### config.mk
export PLATFORM = sky130hd
export DESIGN_NAME = pulsed_ir_ambient_cancel_sequencer
export DESIGN_NICKNAME = d
export VERILOG_FILES = /design/src/rtl/piracs_pkg.sv /design/src/rtl/pulsed_ir_ambient_cancel_sequencer.sv
export SDC_FILE = /design/constraint.sdc
export NUM_CORES = 1
export LEC_CHECK = 0
export BUFFER_PORTS_ARGS = -buffer_cell sky130_fd_sc_hd__buf_2
export CORE_UTILIZATION = 55
export DETAILED_ROUTE_END_ITERATION = 10
export GPL_TIMING_DRIVEN = 0
export PLACE_DENSITY = 0.72
export SYNTH_ARGS = -nofsm -noshare
export SYNTH_HDL_FRONTEND = slang
export SYNTH_SLANG_ARGS = --single-unit
### constraint.sdc
create_clock -name i_clk -period 24 [get_ports i_clk]
set_input_delay 4.8 -clock i_clk [delete_from_list [all_inputs] [get_ports i_clk]]
set_output_delay 4.8 -clock i_clk [all_outputs]
set_load 0.03 [all_outputs]
### src/rtl/piracs_pkg.sv
// ----------------------------------------------------------------------------
// piracs_pkg
// types, constants and the divide-by-ten helper of the ir ambient sequencer
// ----------------------------------------------------------------------------
`timescale 1ns / 1ps
`default_nettype none

package piracs_pkg;

    localparam int ADC_BITS      = 12;
    localparam int CHANNELS      = 4;
    localparam int TICK_BITS     = 10;
    localparam int PW_BITS       = 8;
    localparam int LEVEL_BITS    = 9;
    localparam int CFG_IDX_BITS  = 3;
    localparam int CFG_DATA_BITS = 10;

    // channel slots
    localparam int CH_FRONT_LEFT  = 0;
    localparam int CH_FRONT_RIGHT = 1;
    localparam int CH_LEFT_DIAG   = 2;
    localparam int CH_RIGHT_DIAG  = 3;

    // register reset values
    localparam logic [PW_BITS-1:0]   PULSE_WIDTH_RST       = 8'd50;
    localparam logic [TICK_BITS-1:0] FRONT_RIGHT_START_RST = 10'd150;
    localparam logic [TICK_BITS-1:0] LEFT_DIAG_START_RST   = 10'd300;
    localparam logic [TICK_BITS-1:0] RIGHT_DIAG_START_RST  = 10'd400;
    localparam logic [TICK_BITS-1:0] CYCLE_END_RST         = 10'd500;

    // x / 10 == (x * 52429) >> 19 for every x below 2**16
    localparam int DIV10_MUL   = 52429;
    localparam int DIV10_SHIFT = 19;
    localparam int PROD_BITS   = ADC_BITS + 17;
    localparam int LEVEL_MAX   = 511;

    typedef enum logic [CFG_IDX_BITS-1:0] {
        CFG_PULSE_WIDTH       = 3'd0,
        CFG_FRONT_RIGHT_START = 3'd1,
        CFG_LEFT_DIAG_START   = 3'd2,
        CFG_RIGHT_DIAG_START  = 3'd3,
        CFG_CYCLE_END         = 3'd4
    } t_cfg_idx;

    typedef enum logic {
        CMD_TICK  = 1'b0,
        CMD_START = 1'b1
    } t_cmd;

    typedef struct packed {
        logic                cmd;
        logic [ADC_BITS-1:0] adc_front_left;
        logic [ADC_BITS-1:0] adc_front_right;
        logic [ADC_BITS-1:0] adc_left_diag;
        logic [ADC_BITS-1:0] adc_right_diag;
    } t_in_req;

    typedef struct packed {
        logic                  front_emitter_on;
        logic                  left_diag_emitter_on;
        logic                  right_diag_emitter_on;
        logic                  busy_res;
        logic                  done_res;
        logic [LEVEL_BITS-1:0] level_front_left;
        logic [LEVEL_BITS-1:0] level_front_right;
        logic [LEVEL_BITS-1:0] level_left_diag;
        logic [LEVEL_BITS-1:0] level_right_diag;
    } t_out_res;

    // truncating divide by ten, saturated to the level width
    function automatic logic [LEVEL_BITS-1:0] f_level(input logic [ADC_BITS-1:0] diff);
        logic [PROD_BITS-1:0] prod;
        logic [PROD_BITS-1:0] quot;
        prod = PROD_BITS'(diff) * PROD_BITS'(DIV10_MUL);
        quot = prod >> DIV10_SHIFT;
        if (quot > PROD_BITS'(LEVEL_MAX)) begin
            f_level = LEVEL_BITS'(LEVEL_MAX);
        end else begin
            f_level = quot[LEVEL_BITS-1:0];
        end
    endfunction

endpackage

`default_nettype wire

### src/rtl/pulsed_ir_ambient_cancel_sequencer.sv
// ----------------------------------------------------------------------------
// pulsed_ir_ambient_cancel_sequencer
// timed ir receiver front end with ambient light subtraction
// ----------------------------------------------------------------------------
// Each request on the input channel is either a start (latch the four ambient
// adc readings, clear the counter) or a microsecond tick (advance the counter,
// drive the emitters, sample a channel when its pulse ends, finish the cycle at
// cycle_end). Every request yields exactly one result in the cycle after it is
// taken: emitter drives, busy, done and the levels of the last finished cycle.
// One request is taken per clock; the whole update is a single pass from the
// request and the sequencer state into the result register, so the only thing
// that stops intake is a held result that the consumer has not yet taken.
// Configuration writes are registered and must only happen while idle.
`timescale 1ns / 1ps
`default_nettype none

module pulsed_ir_ambient_cancel_sequencer (
    input  wire                                  i_clk,
    input  wire                                  i_rst_n,
    // request channel
    input  wire                                  i_in_valid,
    output logic                                 o_in_ready,
    input  wire piracs_pkg::t_in_req             i_in,
    // result channel
    output logic                                 o_out_valid,
    input  wire                                  i_out_ready,
    output piracs_pkg::t_out_res                 o_out,
    // configuration write port
    input  wire                                  i_cfg_we,
    input  wire [piracs_pkg::CFG_IDX_BITS-1:0]   i_cfg_index,
    input  wire [piracs_pkg::CFG_DATA_BITS-1:0]  i_cfg_data
);

    localparam int NCH = piracs_pkg::CHANNELS;
    localparam int TB  = piracs_pkg::TICK_BITS;
    localparam int AB  = piracs_pkg::ADC_BITS;
    localparam int LB  = piracs_pkg::LEVEL_BITS;

    // configuration registers
    logic [piracs_pkg::PW_BITS-1:0] r_pulse_width;
    logic [TB-1:0]                  r_front_right_start;
    logic [TB-1:0]                  r_left_diag_start;
    logic [TB-1:0]                  r_right_diag_start;
    logic [TB-1:0]                  r_cycle_end;

    // sequencer state
    logic [AB-1:0] r_ambient [NCH];
    logic [AB-1:0] r_lit     [NCH];
    logic [LB-1:0] r_final   [NCH];
    logic [TB-1:0] r_tick;
    logic          r_running;

    logic [AB-1:0] n_ambient [NCH];
    logic [AB-1:0] n_lit     [NCH];
    logic [LB-1:0] n_final   [NCH];
    logic [TB-1:0] n_tick;
    logic          n_running;

    // result register
    logic                 r_out_valid;
    piracs_pkg::t_out_res r_out;
    piracs_pkg::t_out_res n_out;

    logic          w_accept;
    logic          w_start;
    logic          w_step;
    logic          w_end;
    logic [TB-1:0] w_tick_inc;
    logic [TB-1:0] w_slot [NCH];
    logic [AB-1:0] w_adc  [NCH];
    logic [NCH-1:0] w_lit_on;

    // a held result that is not being taken blocks the next request
    assign o_in_ready  = !r_out_valid || i_out_ready;
    assign w_accept    = i_in_valid && o_in_ready;
    assign o_out_valid = r_out_valid;
    assign o_out       = r_out;

    assign w_slot[piracs_pkg::CH_FRONT_LEFT]  = '0;
    assign w_slot[piracs_pkg::CH_FRONT_RIGHT] = r_front_right_start;
    assign w_slot[piracs_pkg::CH_LEFT_DIAG]   = r_left_diag_start;
    assign w_slot[piracs_pkg::CH_RIGHT_DIAG]  = r_right_diag_start;

    assign w_adc[piracs_pkg::CH_FRONT_LEFT]  = i_in.adc_front_left;
    assign w_adc[piracs_pkg::CH_FRONT_RIGHT] = i_in.adc_front_right;
    assign w_adc[piracs_pkg::CH_LEFT_DIAG]   = i_in.adc_left_diag;
    assign w_adc[piracs_pkg::CH_RIGHT_DIAG]  = i_in.adc_right_diag;

    // start while running is dropped; tick while idle does nothing
    assign w_start    = (i_in.cmd == piracs_pkg::CMD_START) && !r_running;
    assign w_step     = (i_in.cmd == piracs_pkg::CMD_TICK) && r_running;
    assign w_tick_inc = r_tick + TB'(1);
    assign w_end      = w_step && (w_tick_inc == r_cycle_end);

    always_comb begin
        n_tick    = r_tick;
        n_running = r_running;
        if (w_start) begin
            n_tick    = '0;
            n_running = 1'b1;
        end else if (w_step) begin
            n_tick = w_tick_inc;
            if (w_end) begin
                n_running = 1'b0;
            end
        end

        for (int i = 0; i < NCH; i++) begin
            n_ambient[i] = r_ambient[i];
            n_lit[i]     = r_lit[i];
            n_final[i]   = r_final[i];
            if (w_start) begin
                n_ambient[i] = w_adc[i];
                n_lit[i]     = '0;
            end else if (w_step) begin
                // sample when the counter reaches the end of this slot's pulse;
                // a pulse end past the counter range never matches
                if ((TB+1)'(w_tick_inc) ==
                    (TB+1)'(w_slot[i]) + (TB+1)'(r_pulse_width)) begin
                    n_lit[i] = (w_adc[i] > r_ambient[i]) ? w_adc[i] - r_ambient[i] : '0;
                end
            end
            // sample goes first, then the end of cycle scales it
            if (w_end) begin
                n_final[i] = piracs_pkg::f_level(n_lit[i]);
            end
            // emitter window after the update
            w_lit_on[i] = n_running && (n_tick >= w_slot[i]) &&
                          ((TB+1)'(n_tick) < (TB+1)'(w_slot[i]) + (TB+1)'(r_pulse_width));
        end

        n_out.front_emitter_on      = w_lit_on[piracs_pkg::CH_FRONT_LEFT] ||
                                      w_lit_on[piracs_pkg::CH_FRONT_RIGHT];
        n_out.left_diag_emitter_on  = w_lit_on[piracs_pkg::CH_LEFT_DIAG];
        n_out.right_diag_emitter_on = w_lit_on[piracs_pkg::CH_RIGHT_DIAG];
        n_out.busy_res              = n_running;
        n_out.done_res              = w_end;
        n_out.level_front_left      = n_final[piracs_pkg::CH_FRONT_LEFT];
        n_out.level_front_right     = n_final[piracs_pkg::CH_FRONT_RIGHT];
        n_out.level_left_diag       = n_final[piracs_pkg::CH_LEFT_DIAG];
        n_out.level_right_diag      = n_final[piracs_pkg::CH_RIGHT_DIAG];
    end

    // configuration writes, unknown index ignored
    always_ff @(posedge i_clk) begin
        if (!i_rst_n) begin
            r_pulse_width       <= piracs_pkg::PULSE_WIDTH_RST;
            r_front_right_start <= piracs_pkg::FRONT_RIGHT_START_RST;
            r_left_diag_start   <= piracs_pkg::LEFT_DIAG_START_RST;
            r_right_diag_start  <= piracs_pkg::RIGHT_DIAG_START_RST;
            r_cycle_end         <= piracs_pkg::CYCLE_END_RST;
        end else if (i_cfg_we) begin
            case (piracs_pkg::t_cfg_idx'(i_cfg_index))
                piracs_pkg::CFG_PULSE_WIDTH: begin
                    r_pulse_width <= i_cfg_data[piracs_pkg::PW_BITS-1:0];
                end
                piracs_pkg::CFG_FRONT_RIGHT_START: begin
                    r_front_right_start <= i_cfg_data[TB-1:0];
                end
                piracs_pkg::CFG_LEFT_DIAG_START: begin
                    r_left_diag_start <= i_cfg_data[TB-1:0];
                end
                piracs_pkg::CFG_RIGHT_DIAG_START: begin
                    r_right_diag_start <= i_cfg_data[TB-1:0];
                end
                piracs_pkg::CFG_CYCLE_END: begin
                    r_cycle_end <= i_cfg_data[TB-1:0];
                end
                default: begin
                end
            endcase
        end
    end

    // sequencer state advances once per accepted request
    always_ff @(posedge i_clk) begin
        if (!i_rst_n) begin
            r_tick    <= '0;
            r_running <= 1'b0;
            for (int i = 0; i < NCH; i++) begin
                r_ambient[i] <= '0;
                r_lit[i]     <= '0;
                r_final[i]   <= '0;
            end
        end else if (w_accept) begin
            r_tick    <= n_tick;
            r_running <= n_running;
            for (int i = 0; i < NCH; i++) begin
                r_ambient[i] <= n_ambient[i];
                r_lit[i]     <= n_lit[i];
                r_final[i]   <= n_final[i];
            end
        end
    end

    // result register
    always_ff @(posedge i_clk) begin
        if (!i_rst_n) begin
            r_out_valid <= 1'b0;
        end else if (w_accept) begin
            r_out_valid <= 1'b1;
        end else if (i_out_ready) begin
            r_out_valid <= 1'b0;
        end
    end

    always_ff @(posedge i_clk) begin
        if (w_accept) begin
            r_out <= n_out;
        end
    end

endmodule

`default_nettype wire

==> results by stage <==
Outcome:
- The run finished with clean final reports.

STA:
- Setup violations remaining at the end of the flow were counted as 0.
- For the pin with the worst max-slew slack, the measured transition is 1.44 ns.
- Across the routed clock network, the largest skew measured is 0.0199 ns.
- The count of final max-slew check failures was 0.
- Setup repair after global routing left no endpoint under its margin.
- The final clock period utilization by the worst path is 0.545.
- For the final routed database, the setup TNS stands at 0 ns.
- The routed design could run at a clock period as short as 13.07 ns.
- The worst slew margin relative to its limit is 0.0354.
- Based on the critical path, the design can be clocked at up to 76.5 MHz.
- The final number of hold-violating endpoints was 0.

Detailed routing:
- After detailed routing, the average wire length per cell comes to 19.0 µm.
- The number of violations reported at the end of detailed-routing iteration 0 is 1384.
- The first TritonRoute pass finished after 5 iterations.
- Dividing the detail-routed via count by the number of cells gives 5.74.
- The overall via count from detail_route is 20900.
- The count of nets left with antenna violations after detail routing is 0.
- The sum of routed wire length over all layers is 69.1 mm.
- The count of unresolved DRC violations after routing is 0.

Logic synthesis:
- The post-synthesis net count is 3531.
- The adder-cell share of the synthesized area is 0.341.
- The fraction of registers with async set or reset after synthesis is 0.
- The most common flop cell mapped by yosys is sky130_fd_sc_hd__edfxtp_1.
- Of the total synthesized cell area, the portion taken by XOR and XNOR cells is 0.0470.
- The Yosys step of the flow raised 0 warnings.
- Yosys mapped a number of flops with a built-in enable equal to 173.
- In this run, distinct cell masters in the synthesized netlist total 83.
- By count the netlist is led by sky130_fd_sc_hd__inv_1 (490), sky130_fd_sc_hd__ha_1 (441), sky130_fd_sc_hd__nand2_1 (235), sky130_fd_sc_hd__fa_1 (175), sky130_fd_sc_hd__edfxtp_1 (173).
- The most common cell in the netlist is sky130_fd_sc_hd__inv_1.
- Summing every instance area after synthesis gives 0.0265 mm².
- Synthesis inferred 233 register bits.
- In the post-synthesis netlist, the biggest area contributors are sky130_fd_sc_hd__ha_1 (21%), sky130_fd_sc_hd__edfxtp_1 (20%), sky130_fd_sc_hd__fa_1 (13%), sky130_fd_sc_hd__inv_1 (6.9%), sky130_fd_sc_hd__dfxtp_1 (4.5%).
- The fraction of post-synthesis cell area in the top cell type by area is 0.208.
- The library cell with the largest summed area after synthesis is sky130_fd_sc_hd__ha_1.
- The area fraction in compound gates after synthesis is 0.127.
- Of the post-synthesis cell area, the part taken by muxes is 0.0186.
- For this run, the register share of the synthesized area comes to 0.242.
- By area, the combinational part of the netlist is dominated by adder cells.
- The cell count after synthesis came out at 2848.
- The mean instance size in the synthesized netlist is 9.30 µm².
- Of the total synthesized cell area, the portion taken by AND, OR, NAND and NOR gates is 0.144.

Cells and area:
- The share of cells above drive strength 1 is 0.0712.
- Fill cells in the final layout number 4115.
- Summing all multi-input logic gate instances after layout gives 0.0179 mm².
- The combined flip-flop and latch cell area is 0.00640 mm².
- Once layout is done, the placed cells without fillers occupy 0.0288 mm².
- The final layout contains 3679 nets.
- The area added between synthesis and finish is 8.82%.

Power:
- The switching share of power is 0.378.
- The maximum vdd ir drop is 0.0559 mV.
- The cell-internal power is 0.948 mW.
- For this design the static power due to leakage is 14.4 nW.
- Summed over all nets, the switching power comes to 0.575 mW.
- Of the total power, registers draw 0.308.
- The logic gate share of total power is 0.422.
- The power per cell area is 52.9 mW/mm².
- The power share of the clock group is 0.269.

Worst setup path:
- Of all nets on the critical path, the largest fanout is 10.
- The endpoint kind of the worst setup timing path is a flip-flop.
- The class of the most critical setup path is in2reg.
- On the worst path, the slowest cell contributes a delay of 0.77 ns.
- The most prevalent standard cell on the critical path is sky130_fd_sc_hd__inv_1.
- Among all stages on the critical path, the largest delay is contributed by sky130_fd_sc_hd__a2111oi_1.
- The nature of the critical path startpoint is a primary input.
- For the worst setup path, the data required time is 24.32 ns.
- For the worst setup path, the data arrival time is 13.39 ns.

Placed design:
- After legalization and detailed placement, the total HPWL measured 55.5 mm.
- After detailed placement, the total cell area comes to 0.0279 mm².
- The total of buffers placed on input and output ports is 108.
- Routability-driven placement finished with a final weighted congestion of 0.933.

Floorplan:
- For this configuration, the core starts out at a cell density of 0.556.
- During I/O placement, the number of pins put on the boundary was 110.
- The die extent in x is 221 µm.
- The core region is 0.0476 mm².
- After floorplanning, the core was divided into 80 placement rows.
- The floorplan step defined a die boundary enclosing 0.0490 mm².
- In this run the vertical extent of the chip is 221 µm.

GRT:
- The number of global-route vias before repair came to 21000.
- The first global-routing pass estimated 110 mm of wire.
- The number of antenna violations at the first check in global routing is 4.
- Across every metal layer, demand over resource in global routing totals 0.283.
- The overall overflow remaining after global route is 0.
- Entering global routing, the biggest net connects 51 pins.

CTS:
- In this run the post-CTS setup repair buffer count came out at 0.
- In this run, CTS created clock tree buffers numbering 29.
- The number of levels in the clock H-tree is 1.
- The tree built by TritonCTS fans out to 233 sinks.
- The number of hold buffers added after cts is 0.
- The clock passes through at most 3 buffers.
- The root buffer cell chosen for the clock tree is sky130_fd_sc_hd__clkbuf_16.
- After clock tree synthesis, the clock-pin slew on the worst setup and hold paths is 0.06 ns.
- The clock latency reported for the late side of the worst-skew pair is 0.58 ns.
- Post-CTS repair changed the size of 0 cells.
- The TritonCTS clock tree is done.

Job:
- The tool flagged a number of max-cap violations equal to 0.

Min path:
- The min-delay analysis places its worst path in the category reg2reg.
## state kept, by name, summed over array words and instances, names as in the netlist
signal	count
r_ambient	48
r_lit	48
o_out	41
r_final	36
r_cycle_end	10
r_front_right_start	10
r_left_diag_start	10
r_right_diag_start	10
r_tick	10
r_pulse_width	8
o_out_valid	1
r_running	1
## worst max-delay path, delay by kind of cell
| kind | cells | cell delay, ns |
|---|---|---|
| mux | 1 | 0.16 |
| xor+xnor | 1 | 0.17 |
| fa+ha+maj | 8 | 3.43 |
| compound gates | 11 | 3.12 |
| buf+inv | 8 | 0.70 |
| simple gates | 5 | 1.01 |
## cells in the final DEF, fill, tap and decap left out, types with 32 or more instances in the layout
master / count
sky130_fd_sc_hd__nand3_1: 57
sky130_fd_sc_hd__and2_1: 110
sky130_fd_sc_hd__a21o_1: 55
sky130_fd_sc_hd__edfxtp_1: 173
sky130_fd_sc_hd__mux2i_1: 38
sky130_fd_sc_hd__o21ai_0: 86
sky130_fd_sc_hd__dfxtp_1: 60
sky130_fd_sc_hd__nor3_1: 42
sky130_fd_sc_hd__nand2_1: 234
sky130_fd_sc_hd__nor2_1: 125
sky130_fd_sc_hd__fa_1: 175
sky130_fd_sc_hd__ha_1: 441
sky130_fd_sc_hd__o211ai_1: 32
sky130_fd_sc_hd__inv_1: 490
sky130_fd_sc_hd__a21boi_0: 40
sky130_fd_sc_hd__a21oi_1: 96
sky130_fd_sc_hd__clkbuf_1: 65
sky130_fd_sc_hd__xor2_1: 53
sky130_fd_sc_hd__xnor2_1: 69
sky130_fd_sc_hd__buf_2: 116
sky130_fd_sc_hd__o21a_1: 32
## metal layers
metal / share of wire / global-route usage / up-vias
li1: - / - / 10000
met1: 0.43 / 0.373 / 10100
met3: 0.059 / 0.0368 / 151
met5: 0.00019 / 0 / -
met4: 0.036 / 0.0950 / 2
met2: 0.47 / 0.482 / 596
## logic make-up (layout without fill, tap and decap cells)
group | after synthesis | in the layout
AND/OR/NAND/NOR | 754 | 754
adder cells (fa/ha/maj) | 616 | 616
buffers and inverters | 569 | 739
AO/OA/AOI/OAI | 498 | 498
flip-flops | 233 | 233
XOR/XNOR | 130 | 130
multiplexers | 48 | 48
other | 0 | 1
## area by class of cell
class,count,area share
multi-input combinational,2046,0.623
sequential,233,0.222
timing repair buffer,117,0.0229
antenna,1,0.0000868
tap,615,0.0267
clock inverter,21,0.00469
inverter,492,0.0641
clock buffer,32,0.0256
buffer,77,0.0112
## per-stage QoR
step / util / hold WS [ns] / power [mW] / instances / setup slack, ns
CTS: 0.605 / 0.483 / 1.53 / 3633 / 10.96
finish: 0.605 / 0.484 / 1.52 / 3634 / 10.93
global route: 0.605 / 0.516 / 1.64 / 3633 / 10.32
global placement: 0.583 / 0.468 / 1.09 / 3571 / 10.47
detailed placement: 0.586 / 0.475 / 1.12 / 3580 / 10.35
floorplan: - / 0.455 / 0.949 / 2848 / 11.66
## power by group through the flow
| stage | Sequential [mW] | Combinational (mW) | Clock [mW] |
|---|---|---|---|
| 5_1_grt | 0.472 | 0.733 | 0.432 |
| 3_5_place_dp | 0.478 | 0.637 | 0 |
| 2_1_floorplan | 0.486 | 0.462 | 0 |
| 6_report | 0.470 | 0.643 | 0.410 |
| 3_3_place_gp | 0.480 | 0.614 | 0 |
| 4_1_cts | 0.470 | 0.645 | 0.416 |
## path summary, 6_finish.rpt
check,end,depth (start not counted),slack [ns],startpoint
worst min register to register,r_cycle_end[3],2,0.48,r_cycle_end[3]
worst max-delay path,r_final[1][6],34,10.93,i_in[24]
worst min-delay path,r_cycle_end[3],2,0.48,r_cycle_end[3]
worst max register to register,r_final[3][8],31,14.20,r_tick[1]
No activity file was read; power rests on OpenSTA's default activity.
